`config.mk`:
```
export PLATFORM = sky130hd
export DESIGN_NAME = banded_motor_voltage_regulator_core
export DESIGN_NICKNAME = d
export VERILOG_FILES = /design/src/design/bmvr_pkg.sv /design/src/design/banded_motor_voltage_regulator_core.sv /design/src/design/bmvr_ctrl_step.sv
export SDC_FILE = /design/constraint.sdc
export NUM_CORES = 1
export LEC_CHECK = 0
export BUFFER_PORTS_ARGS = -buffer_cell sky130_fd_sc_hd__buf_4
export CORE_AREA = 2 2 169 188
export CTS_CLUSTER_DIAMETER = 100
export CTS_CLUSTER_SIZE = 24
export DETAILED_ROUTE_END_ITERATION = 8
export DIE_AREA = 0 0 171 190
export PLACE_DENSITY_LB_ADDON = 0.1
export SYNTH_ARGS = -nofsm -noshare
export SYNTH_HDL_FRONTEND = slang
export SYNTH_SLANG_ARGS = --single-unit
```
`constraint.sdc`:
```
create_clock -name clk -period 11.1 [get_ports clk]
set_clock_uncertainty 0.05 [all_clocks]
set_input_delay 1.665 -clock clk [delete_from_list [all_inputs] [get_ports clk]]
set_output_delay 1.665 -clock clk [all_outputs]
set_load 0.01 [all_outputs]
```
`src/design/bmvr_pkg.sv`:
```
// Package for the banded motor voltage regulator.
// Commands, band thresholds, setpoint tables and the control-step struct.
// No dependencies.
package bmvr_pkg;

  localparam int WINDOW_DEF = 30;
  localparam int LEVELS = 11;
  localparam logic [15:0] PERIOD_RESET = 16'd2096;

  typedef enum logic [1:0] {
    CMD_SAMPLE = 2'd0,
    CMD_TICK   = 2'd1,
    CMD_TARGET = 2'd2
  } cmd_t;

  // thresholds in ADC code x16: 0.8, 0.5, 0.2, 0.1, 0.05 V
  localparam logic signed [16:0] T08  = 17'sd17476;
  localparam logic signed [16:0] T05  = 17'sd10922;
  localparam logic signed [16:0] T02  = 17'sd4369;
  localparam logic signed [16:0] T01  = 17'sd2184;
  localparam logic signed [16:0] T005 = 17'sd1092;

  localparam logic [6:0] STEP_BIG  = 7'd100;
  localparam logic [6:0] STEP_MID  = 7'd50;
  localparam logic [6:0] STEP_FINE = 7'd1;

  localparam logic [10:0] GOAL_TABLE [16] = '{
    11'd0, 11'd734, 11'd839, 11'd945, 11'd1049, 11'd1153, 11'd1258, 11'd1363,
    11'd1468, 11'd1573, 11'd1678, 11'd1678, 11'd1678, 11'd1678, 11'd1678, 11'd1678
  };

  localparam logic [15:0] VOLT_TABLE [16] = '{
    16'd0, 16'd10923, 16'd15729, 16'd20753, 16'd25122, 16'd29273, 16'd33205,
    16'd37137, 16'd40414, 16'd43254, 16'd45438, 16'd45438, 16'd45438,
    16'd45438, 16'd45438, 16'd45438
  };

  typedef struct packed {
    logic [15:0] period;
    logic [10:0] goal;
    logic [15:0] target;
    logic [15:0] mean;
    logic [15:0] duty;
  } ctrl_in_t;

endpackage

```
`src/design/banded_motor_voltage_regulator_core.sv`:
```
// Banded motor voltage regulator, top level.
// Depends on bmvr_pkg and bmvr_ctrl_step.
//
// Usage:
//   in_*  : one transaction per command. in_tuser = command (0 ADC sample,
//           1 control tick, 2 set target level then control step).
//   out_* : exactly one result per input transaction: current duty and
//           the latest WINDOW-sample mean (ADC code x16).
//   cfg_* : writes pwm_period; always ready, write only while idle.
// The result is registered and presented in the cycle after the input.
// One transaction per cycle while the output is not stalled; state update,
// mean division (reciprocal multiply) and control step are combinational.
// The output register frees when out_tready is high, so a new input is
// taken in the same cycle the previous result leaves.
// Receiver stall: out_tvalid and out_tdata hold, in_tready drops.
// Reset (rst_n low, synchronous): duty, mean, accumulator, goal and
// target clear to zero, pwm_period returns to 2096, no result pending.
module banded_motor_voltage_regulator_core #(
  parameter int WINDOW = bmvr_pkg::WINDOW_DEF
) (
  input  logic        clk,
  input  logic        rst_n,
  input  logic        in_tvalid,
  output logic        in_tready,
  input  logic [15:0] in_tdata,   // adc_code[11:0], target_level[15:12]
  input  logic [1:0]  in_tuser,   // command[1:0]
  output logic        out_tvalid,
  input  logic        out_tready,
  output logic [31:0] out_tdata,  // duty[15:0], mean_level[31:16]
  input  logic        cfg_valid,
  output logic        cfg_ready,
  input  logic [15:0] cfg_data
);
  import bmvr_pkg::*;

  localparam int SUM_W  = $clog2(WINDOW * 4095 + 1);
  localparam int CNT_W  = $clog2(WINDOW + 1);
  localparam int NUM_W  = SUM_W + 4;
  localparam int SHIFT  = NUM_W + $clog2(WINDOW);
  localparam int MULT_W = NUM_W + 2;
  localparam logic [63:0] MULT_FULL =
    ((64'd1 << SHIFT) + 64'(WINDOW) - 64'd1) / 64'(WINDOW);
  localparam logic [MULT_W-1:0] MULT = MULT_FULL[MULT_W-1:0];

  logic [15:0]      period_r;
  logic [SUM_W-1:0] sum_r, sum_nxt;
  logic [CNT_W-1:0] cnt_r, cnt_nxt;
  logic [15:0]      mean_r, mean_nxt;
  logic [15:0]      duty_r, duty_nxt;
  logic [10:0]      goal_r, goal_nxt;
  logic [15:0]      target_r, target_nxt;
  logic             out_valid_r;
  logic [31:0]      out_data_r;

  logic [11:0]             adc_code;
  logic [3:0]              level;
  logic                    in_xact;
  logic [SUM_W-1:0]        sum_inc;
  logic [CNT_W-1:0]        cnt_inc;
  logic [NUM_W+MULT_W-1:0] prod;
  logic                    level_ok;
  ctrl_in_t                ctl;
  logic [15:0]             step_duty;

  assign adc_code  = in_tdata[11:0];
  assign level     = in_tdata[15:12];
  assign in_tready = !out_valid_r || out_tready;
  assign in_xact   = in_tvalid && in_tready;
  assign cfg_ready = 1'b1;

  assign sum_inc  = sum_r + {{(SUM_W-12){1'b0}}, adc_code};
  assign cnt_inc  = cnt_r + {{(CNT_W-1){1'b0}}, 1'b1};
  assign prod     = {sum_inc, 4'd0} * MULT;
  assign level_ok = {1'b0, level} < 5'(LEVELS);

  always_comb begin
    ctl.period = period_r;
    ctl.mean   = mean_r;
    ctl.duty   = duty_r;
    if (cmd_t'(in_tuser) == CMD_TARGET) begin
      ctl.goal   = GOAL_TABLE[level];
      ctl.target = VOLT_TABLE[level];
    end else begin
      ctl.goal   = goal_r;
      ctl.target = target_r;
    end
  end

  bmvr_ctrl_step u_step (
    .ctl_i  (ctl),
    .duty_o (step_duty)
  );

  always_comb begin
    sum_nxt    = sum_r;
    cnt_nxt    = cnt_r;
    mean_nxt   = mean_r;
    duty_nxt   = duty_r;
    goal_nxt   = goal_r;
    target_nxt = target_r;
    case (cmd_t'(in_tuser))
      CMD_SAMPLE: begin
        if (cnt_inc >= CNT_W'(WINDOW)) begin
          mean_nxt = prod[SHIFT +: 16];
          sum_nxt  = '0;
          cnt_nxt  = '0;
        end else begin
          sum_nxt = sum_inc;
          cnt_nxt = cnt_inc;
        end
      end
      CMD_TICK: begin
        duty_nxt = step_duty;
      end
      CMD_TARGET: begin
        if (level_ok) begin
          goal_nxt   = ctl.goal;
          target_nxt = ctl.target;
          duty_nxt   = step_duty;
        end
      end
      default: begin
      end
    endcase
  end

  always_ff @(posedge clk) begin
    if (!rst_n) begin
      period_r    <= PERIOD_RESET;
      sum_r       <= '0;
      cnt_r       <= '0;
      mean_r      <= '0;
      duty_r      <= '0;
      goal_r      <= '0;
      target_r    <= '0;
      out_valid_r <= 1'b0;
    end else begin
      if (cfg_valid && cfg_ready) begin
        period_r <= cfg_data;
      end
      if (in_xact) begin
        sum_r       <= sum_nxt;
        cnt_r       <= cnt_nxt;
        mean_r      <= mean_nxt;
        duty_r      <= duty_nxt;
        goal_r      <= goal_nxt;
        target_r    <= target_nxt;
        out_valid_r <= 1'b1;
      end else if (out_tready) begin
        out_valid_r <= 1'b0;
      end
    end
  end

  always_ff @(posedge clk) begin
    if (in_xact) begin
      out_data_r <= {mean_nxt, duty_nxt};
    end
  end

  assign out_tvalid = out_valid_r;
  assign out_tdata  = out_data_r;

endmodule

```
`src/design/bmvr_ctrl_step.sv`:
```
// Banded control step: next duty from target, mean, goal and current duty.
// Depends on bmvr_pkg.
module bmvr_ctrl_step (
  input  bmvr_pkg::ctrl_in_t ctl_i,
  output logic [15:0]        duty_o
);
  import bmvr_pkg::*;

  logic signed [16:0] diff;
  logic               down_ok;
  logic [15:0]        goal_ext;
  logic [15:0]        half_up;
  logic [15:0]        half_dn;
  logic [6:0]         step;
  logic               step_dn;
  logic               step_en;
  logic signed [17:0] cand;
  logic [15:0]        stepped;

  assign diff     = $signed({1'b0, ctl_i.target}) - $signed({1'b0, ctl_i.mean});
  assign down_ok  = ctl_i.target != 16'd0;
  assign goal_ext = {5'd0, ctl_i.goal};
  assign half_up  = (goal_ext >= ctl_i.period) ? ctl_i.period
                    : goal_ext + ((ctl_i.period - goal_ext) >> 1);
  assign half_dn  = ({6'd0, ctl_i.goal[10:1]} > ctl_i.period) ? ctl_i.period
                    : {6'd0, ctl_i.goal[10:1]};

  assign cand = step_dn ? $signed({2'b00, ctl_i.duty}) - $signed({11'd0, step})
                        : $signed({2'b00, ctl_i.duty}) + $signed({11'd0, step});

  always_comb begin
    if (cand < 18'sd0) begin
      stepped = 16'd0;
    end else if (cand > $signed({2'b00, ctl_i.period})) begin
      stepped = ctl_i.period;
    end else begin
      stepped = cand[15:0];
    end
  end

  always_comb begin
    step    = STEP_FINE;
    step_dn = 1'b0;
    step_en = 1'b0;
    duty_o  = ctl_i.duty;
    if (diff > T08) begin
      duty_o = ctl_i.period;
    end else if (diff < -T08) begin
      duty_o = 16'd0;
    end else if (diff > T05) begin
      duty_o = half_up;
    end else if (diff < -T05) begin
      duty_o = half_dn;
    end else if (diff > T02) begin
      step = STEP_BIG;
      step_en = 1'b1;
    end else if (diff < -T02 && down_ok) begin
      step = STEP_BIG;
      step_dn = 1'b1;
      step_en = 1'b1;
    end else if (diff > T01) begin
      step = STEP_MID;
      step_en = 1'b1;
    end else if (diff < -T01 && down_ok) begin
      step = STEP_MID;
      step_dn = 1'b1;
      step_en = 1'b1;
    end else if (diff > T005) begin
      step_en = 1'b1;
    end else if (diff < -T005 && down_ok) begin
      step_dn = 1'b1;
      step_en = 1'b1;
    end
    if (step_en) begin
      duty_o = stepped;
    end
  end

endmodule

```
== Word-level counts from Yosys, hierarchy flattened ==
Memory sizes are Yosys's and may differ from the RTL's.
Cells that the tools add are included.

* Register bits after elaboration: 130
* Latch bits: 0
* Memory bits (writable): 0
* ROM bits: 432
* Input port bits: 39
* Output and inout port bits: 35
* Word-level logic and storage cells: 100
* Memories: 2

* $add $sub $neg: 7
* $mul: 1
* Divide/modulo/power cells: 0
* Magnitude comparators: 17
* Equal/unequal tests: 2
* Shift operators: 0
* Muxes and demuxes: 50
* Bitwise logic cells: 1
* Reduce and logical (&&, ||, !) cells: 11

{| class="wikitable"
|+ Memory list
! name !! words !! width !! rd ports !! clocked after Yosys merged registers in !! write ports !! line !! text
|-
| (no name shown) || 16 || 16 || 1 || 0 || 0 || banded_motor_voltage_regulator_core.sv:82 || <nowiki>ctl.target = VOLT_TABLE[level];</nowiki>
|-
| (no name shown) || 16 || 11 || 1 || 0 || 0 || banded_motor_voltage_regulator_core.sv:81 || <nowiki>ctl.goal = GOAL_TABLE[level];</nowiki>
|}

{| class="wikitable"
|+ Operators with widths
! cell !! number
|-
| $mux 16 || 14
|-
| $mux 7 || 7
|-
| $mul 17x22->38 const B || 1
|-
| $pmux 16 s2 || 1
|-
| $mux 27 || 1
|-
| $mux 11 || 2
|-
| $mux 1 || 21
|-
| $gt 18x17->1 || 1
|-
| $lt 18x1->1 const B || 1
|-
| $mux 18 || 1
|-
| $add 16x7->17 || 1
|-
| $add 17x12->17 || 1
|-
| $gt 17x12->1 const B || 1
|-
| $gt 17x13->1 const B || 1
|-
| $gt 17x14->1 const B || 1
|-
| $gt 17x15->1 const B || 1
|-
| $gt 17x16->1 const B || 1
|-
| $lt 17x12->1 const B || 1
|-
| $lt 17x13->1 const B || 1
|-
| $lt 17x14->1 const B || 1
|-
| $lt 17x15->1 const B || 1
|-
| $lt 17x16->1 const B || 1
|-
| $mux 17 || 1
|-
| $sub 16x16->17 || 1
|-
| 21 further kinds || 25
|}

== Depth between registers and ports, before layout ==
Gate-level depths: netlist of run 1.

* Word-level depth: 25
* Mapped depth: 45

== Modules after synthesis ==
A second synthesis of run 1 with hierarchy kept.

* Cell total of the unflattened synthesis: 1871
* Area, all modules: 15417.3 um^2

{| class="wikitable"
|+ Modules (own cells, without submodules)
! module !! instances !! cells an instance !! area an instance (um^2)
|-
| banded_motor_voltage_regulator_core || 1 || 1104 || 10050.9
|-
| bmvr_ctrl_step || 1 || 767 || 5366.4
|}

== Least setup slack after synthesis of run 1 ==
Ideal clock, no wire load.

* Kind: in2reg
* Start point: input in_tuser[0]
* End point: register out_data_r[14] (netlist: out_tdata[14]) (data pin)
* Arrival time: 10202 ps
* Data required time: 10794 ps
* Path slack: 592 ps
* Cell stages on the path: 43
* Path through: inv_1 ha_1 clkbuf_1 clkbuf_1 o22ai_1 nor2_1 ha_1 buf_4 a21o_1 a221oi_2 nand2_1 o22ai_1 xor2_1 o21a_4 a21oi_1 and2_1 buf_6 buf_2 [... 7 more ...] a21oi_1 o21bai_1 a211o_1 or3_1 a2111oi_0 a211oi_1 inv_1 ha_1 o21a_1 a21oi_1 o41ai_1 a21boi_0 a31oi_1 a31o_2 a2111oi_4 or2_4 a221o_1 a22o_1

{| class="wikitable"
|+ RTL lines
! element !! line !! text
|-
| start: declaration || banded_motor_voltage_regulator_core.sv:26 || <nowiki>input logic [1:0] in_tuser,</nowiki>
|-
| end signal: assignment || banded_motor_voltage_regulator_core.sv:157 || <nowiki>out_data_r <= {mean_nxt, duty_nxt};</nowiki>
|-
| end: declaration || banded_motor_voltage_regulator_core.sv:53 || <nowiki>logic [31:0] out_data_r;</nowiki>
|}

== Worst setup path in the final report of run 1 ==
* Start point: input in_tuser[0]
* End point: register out_data_r[14] (netlist: out_tdata[14]) (data pin)

* Longest elaborated chain between the ends: 22

{| class="wikitable"
|+ Ends and longest elaborated chain
! element !! line !! text
|-
| branches (longest 21 deep; another with $sub 16x16->17) || n/a ||
|-
| $pmux 16 s2 * || banded_motor_voltage_regulator_core.sv:101 || <nowiki>case (cmd_t'(in_tuser))</nowiki>
|-
| net duty_nxt[14] || banded_motor_voltage_regulator_core.sv:49 || <nowiki>logic [15:0] duty_r, duty_nxt;</nowiki>
|}

Mark *: on every way through the listed nets, which the timed path passes.
A chain may end at the register's enable or synchronous reset.

==> results of run 1 <==
-- through the flow --
stage / worst slack, ps / utilization / power (W) / area, sq um / std cells
3_3_place_gp: 353.2 / 0.5244 / 0.002114 / 16150 / 2293
4_1_cts: 624.1 / 0.5434 / 0.002713 / 16740 / 2325
2_1_floorplan: 592.1 / - / 0.001691 / 15110 / 1837
5_1_grt: -8.082 / 0.5440 / 0.002946 / 16750 / 2325
6_report: 608.6 / 0.5440 / 0.002709 / 16750 / 2325
3_5_place_dp: 168.5 / 0.5244 / 0.002127 / 16150 / 2293
-- cell usage in the layout, fill, tap and decap left out, types with 15 or more instances in the layout --
| master | netlist | layout |
|---|---|---|
| a21boi_0 | 24 | 24 |
| and3_1 | 19 | 19 |
| buf_4 | 4 | 111 |
| mux2i_1 | 31 | 31 |
| nor2b_1 | 51 | 51 |
| xor2_1 | 23 | 23 |
| a31oi_1 | 21 | 20 |
| nor2_1 | 119 | 118 |
| and2_1 | 17 | 17 |
| mux2_2 | 15 | 15 |
| o21ai_0 | 93 | 93 |
| dfxtp_1 | 98 | 98 |
| ha_1 | 223 | 223 |
| nor3_1 | 34 | 34 |
| o21a_1 | 20 | 20 |
| xnor2_1 | 57 | 57 |
| o21bai_1 | 16 | 16 |
| o211ai_1 | 23 | 23 |
| clkbuf_16 | 0 | 17 |
| a21oi_1 | 111 | 111 |
| nand3_1 | 45 | 45 |
| fa_1 | 47 | 47 |
| edfxtp_1 | 32 | 32 |
| nand2_1 | 166 | 166 |
| inv_1 | 167 | 167 |
| nand2b_1 | 19 | 19 |
| a21o_1 | 28 | 28 |
| a211oi_1 | 23 | 23 |
-- area by class of cell --
cell class	count	area, sq um
Tap cell	420	525.5
Inverter	170	638.1
Clock inverter	15	161.4
Clock buffer	17	425.4
Multi-Input combinational cell	1462	11250
Fill cell	2938	14040
Sequential cell	130	2923
Timing Repair Buffer	111	833.3
-- critical path: cells and delay by family --
family | cells | cell delay, ps
buf+inv | 4 | 460
compound gates | 22 | 4640
fa+ha+maj | 5 | 1470
simple gates | 10 | 2360
-- how the worst max path moves through the flow --
stage | slack [ps] | startpoint | endpoint | cells after the start
after detailed placement | 170 | in_tuser[0] | out_tdata[14]$_DFFE_PP_ | 41
after floorplan | 590 | in_tuser[0] | out_tdata[14]$_DFFE_PP_ | 43
after global placement | 350 | in_tuser[0] | out_tdata[14]$_DFFE_PP_ | 41
after CTS | 620 | in_tuser[0] | out_tdata[14]$_DFFE_PP_ | 41
after global routing | -8 | in_tuser[0] | out_tdata[14]$_DFFE_PP_ | 42
final | 610 | in_tuser[0] | out_tdata[14]$_DFFE_PP_ | 41
-- flip-flops by register name, summed over array words and instances (netlist names) --
name,count
out_tdata,32
sum_r,17
duty_r,16
mean_r,16
period_r,16
target_r,16
goal_r,11
cnt_r,5
out_tvalid,1
-- layer usage --
metal	routed length, microns	global-route usage
met4	1130	0.09420
met1	19550	0.3676
met2	21780	0.4778
met5	0	0
met3	2261	0.03578
-- power groups by stage --
stage	combinational [W]	sequential, W	clock (W)
3_5_place_dp	0.00158	0.000543	0
6_report	0.00160	0.000533	0.000579
2_1_floorplan	0.00115	0.000536	0
5_1_grt	0.00181	0.000536	0.000605
3_3_place_gp	0.00157	0.000544	0
4_1_cts	0.00159	0.000533	0.000586
-- logic make-up (layout without fill, tap and decap cells) --
group / count (synthesis) / count (layout)
xor gates and xnor gates: 81 / 81
buffers and inverters: 245 / 313
other: 1 / 1
and+or+nand+nor: 543 / 543
AOI/OAI and AO/OA: 521 / 521
adders and majority gates: 270 / 270
DFF: 130 / 130
muxes: 46 / 46
==> metrics, run 1 <==
status finished, final reports clean; Detailed Place HPWL 35.91 mm; slowest stage cell, crit path or3b_2; Adder-Cell Fraction of Synth Area 0.2470; cts repair resizes 0; Area contributors post-synth ha_1, dfxtp_1, edfxtp_1, fa_1, inv_1; number of setup violations in the final report 0; clock share of power 0.214; Die ar. 0.03249 sq mm; Synth cell types 100; post-CTS setup buffers 0; Yosys warning count 0; DR WL/cell 19.23 microns; Synth Area in Simple Gates 0.1751; HP Start goal_r[0]$_SDFFE_PN0P_; Hold EP goal_r[0]$_SDFFE_PN0P_; largest net degree at the start of global routing 70; Area growth, synth to finish 10.91%; Worst Max-Slew Pin Slew 1053 ps; layout cells sized above 1 0.1129; slowest cell delay on critical path 460 ps; final count of hold timing violations 0; Pwr Density 161.7 mW/mm^2; Seq/Total Area, Yosys 0.1935; FF+latch count, synth 130; Die W 171 microns; Critical Path Source Type primary input; reported net switching power 0.001230 W; static leakage 7.677 nW; post-synthesis xor/xnor area fraction 0.04746; row count 68; largest family of logic cells by synthesized area adder cells; Worst-Skew Late Latency 440 ps; switching share of total power 0.4539; worst vdd ir 0.1670 mV; area of the mapped netlist 0.01511 sq mm; Iteration-0 DRC Markers 1061; crit-path most repeated cell ha_1; final period utilization 0.9452; share of the synthesized area in the top cell type 0.1847; minimum clock period 10490 ps; Critical R2R Capture out_tdata[30]$_DFFE_PP_; initial core utilization 0.4905; DR pass1 iterations 8; # nets final 2201; Clock Pin Slew Worst Setup and Hold Paths 60 ps; Cells after Synth 1837; FFs w/ async S/R, synth 0; Syn Area/Cell 8.224 sq um; EDFF count, synth 32; via count 13.60k; crit path max fanout 7; max cap viols 0; worst r2r src sum_r[1]$_SDFFE_PN0P_; H-tree levels 4; clk sinks 130; Slew Limit Headroom 0.2971; DRT Wirelength 44.71 mm; CTS max path bufs 2; top_reg_cell synth dfxtp_1; achievable frequency 95.32 MHz; routability cong. 0.9841; Worst setup EP type flip-flop; PortBufs 72; mux cell area share after synthesis 0.03172; first-pass GRT wire length 71.68 mm; Worst EP arrival 10630 ps; Synthesized Nets 2146; most frequent cell after synthesis ha_1; Die H 190 microns; Min Hold Slack 408.4 ps; FF-to-FF path depth 35; required time worst endpoint 11240 ps; combinational share of power 0.590; gr ovfl total 0; gr usage total 0.2812; I/O pin total 74; cts bufs inserted 17; Hold Path Depth 2; Yosys top cell by area ha_1; most frequent cells after synthesis ha_1, inv_1, nand2_1; sequential share of power 0.197; Core Box Area 0.03080 sq mm; diode count 0; Vias per Instance 5.847; Synth Area in Compound Gates 0.2419; number of remaining DRC errors 0; flop2flop setup slack 2120 ps; TritonCTS clock tree built; crit path kind primary input to flip-flop; Slew Limit Fails 0; Root Buffer clkbuf_16; Int Power 0.001479 W; initial antenna violation count 0; setup_tns 0 ps; # hold bufs at CTS 0; Worst Hold Class flip-flop to flip-flop; vias in the first global route 13.29k; Routed Antenna Nets 0
Power figures use the tool's default switching activity.
==> run 2, diff against run 1 <==
==> constraint.sdc (replaced) <==
create_clock -name clk -period 8.9 [get_ports clk]
set_clock_uncertainty 0.05 [all_clocks]
set_input_delay 1.335 -clock clk [delete_from_list [all_inputs] [get_ports clk]]
set_output_delay 1.335 -clock clk [all_outputs]
set_load 0.01 [all_outputs]
==> run 2 against run 1 <==
The run now ends with setup timing left. Sequential share of layout area shrank 2.7 points. Combinational power grew 61%. Setup slack lost 830 ps. Cell count grew 11%. Cell area grew 18%. Die area is the same. Largest cell class unchanged. Highest routed layer unchanged.
==> metrics, run 2 (same netlist as run 1, synthesis figures left out) <==
H-tree levels 4; Core Box Area 0.03080 sq mm; Slew Limit Headroom 0.2145; gr usage total 0.3008; unrepaired setup endpoints after global routing yes; Area after DPL 0.01778 sq mm; CTS max path bufs 2; I/O pin total 74; cts bufs inserted 17; max cap viols 0; flop2flop setup slack 860 ps; Worst Max-Slew Pin Slew 1178 ps; initial core utilization 0.4905; utilization after layout 0.6421; final count of hold timing violations 0; worst r2r src target_r[0]$_SDFFE_PN0P_; DR pass1 iterations 7; Worst EP arrival 9260 ps; Die ar. 0.03249 sq mm; Pwr Density 201.2 mW/mm^2; required time worst endpoint 9040 ps; Routed Antenna Nets 0; Die H 190 microns; Iteration-0 DRC Markers 1172; crit path max fanout 6; vias in the first global route 14.39k; # nets final 2446; FF-to-FF path depth 36; failing checks setup timing; # hold bufs at CTS 0; Worst-Skew Late Latency 430 ps; Slew Limit Fails 0; PortBufs 72; gr ovfl total 0; final period utilization 1.025; Critical Path End out_tdata[14]$_DFFE_PP_; clk sinks 130; Setup WS pre-CTS -928.4 ps; achievable frequency 109.7 MHz; row count 68; Design Area, Final 0.01978 sq mm; initial antenna violation count 0; most frequent cells in the layout buf_4, ha_1, inv_1; Vias per Instance 5.788; Critical Path Source Type primary input; minimum clock period 9119 ps; worst vdd ir 0.2196 mV; crit-path most repeated cell ha_4; Worst Setup Slack, final -218.7 ps; Largest register FFs 32; Worst Hold Class flip-flop to flip-flop; Critical R2R Capture out_tdata[14]$_DFFE_PP_; slowest stage cell, crit path or4_4; most common cell after layout, fill and taps aside buf_4; Clock Pin Slew Worst Setup and Hold Paths 60 ps; Die W 171 microns; number of remaining DRC errors 0; slowest cell delay on critical path 520 ps; crit path kind primary input to flip-flop; routability cong. 0.9770; static leakage 9.132 nW; diode count 0; Detailed Place HPWL 39.01 mm; Worst setup EP type flip-flop; number of setup violations in the final report 16; Min Hold Slack 404.8 ps; first-pass GRT wire length 76.34 mm; largest net degree at the start of global routing 70; setup_tns -1871 ps; Root Buffer clkbuf_16; DR WL/cell 19.03 microns; via count 14.88k; Area growth, synth to finish 30.91%; DRT Wirelength 48.91 mm; beginning of the critical path in_tdata[12]; status finished, violations left; TritonCTS clock tree built; layout cells sized above 1 0.2847
run 2: per-stage QoR:
stage,instances,total power [W]
2_1_floorplan,1837,0.002136
3_3_place_gp,2494,0.002868
3_5_place_dp,2494,0.002913
4_1_cts,2558,0.003844
5_1_grt,2570,0.004274
6_report,2570,0.003980
run 2: worst min path at each step:
stage                           start                      to  slack, ps  cells past startpoint
6_report       goal_r[5]$_SDFFE_PN0P_  goal_r[5]$_SDFFE_PN0P_        400                      2
5_1_grt        goal_r[5]$_SDFFE_PN0P_  goal_r[5]$_SDFFE_PN0P_        430                      2
3_5_place_dp   goal_r[5]$_SDFFE_PN0P_  goal_r[5]$_SDFFE_PN0P_        390                      2
4_1_cts        goal_r[5]$_SDFFE_PN0P_  goal_r[5]$_SDFFE_PN0P_        410                      2
2_1_floorplan  goal_r[5]$_SDFFE_PN0P_  goal_r[5]$_SDFFE_PN0P_        380                      2
3_3_place_gp   goal_r[5]$_SDFFE_PN0P_  goal_r[5]$_SDFFE_PN0P_        390                      2
run 2: layout make-up:
cell class                      instances  area, sq um
Multi-Input combinational cell       1462        12340
Fill cell                            2739        11020
Sequential cell                       130         2923
Timing Repair Buffer                  356         2736
Inverter                              170        646.9
Tap cell                              420        525.5
Clock buffer                           17        425.4
Clock inverter                         15        183.9
run 2: report_power, final:
group | switching, W | total (W) | leakage, nW | internal, W
combinational | 0.00138 | 0.00257 | 7.72 | 0.00118
sequential | 0.0000345 | 0.000671 | 1.12 | 0.000636
clock | 0.000298 | 0.000741 | 0.290 | 0.000443
total | 0.00172 | 0.00398 | 9.13 | 0.00226
run 2: worst max-delay path: cells and delay by family:
kind            cells  cell delay [ps]
compound gates     22             4330
xor+xnor            1              180
fa+ha+maj           5             1330
buf+inv             4              520
simple gates        7             1570
run 2: repair_timing:
| item | CTS | global route |
|---|---|---|
| setup endpoints to repair | 40 | 51 |
| endpoints found under the hold margin | 0 | 0 |
| pin swaps | 70 | 73 |
| buffers inserted | 33 | 12 |
| resized for setup | 115 | 92 |
run 2: layer usage:
metal  wire length (microns)  track usage  vias up
li1                        -            -     7227
met4                    2530       0.1568        0
met2                   24620       0.5254      448
met5                       0            0        -
met1                   19520       0.3546     7060
met3                    2242      0.04514      140
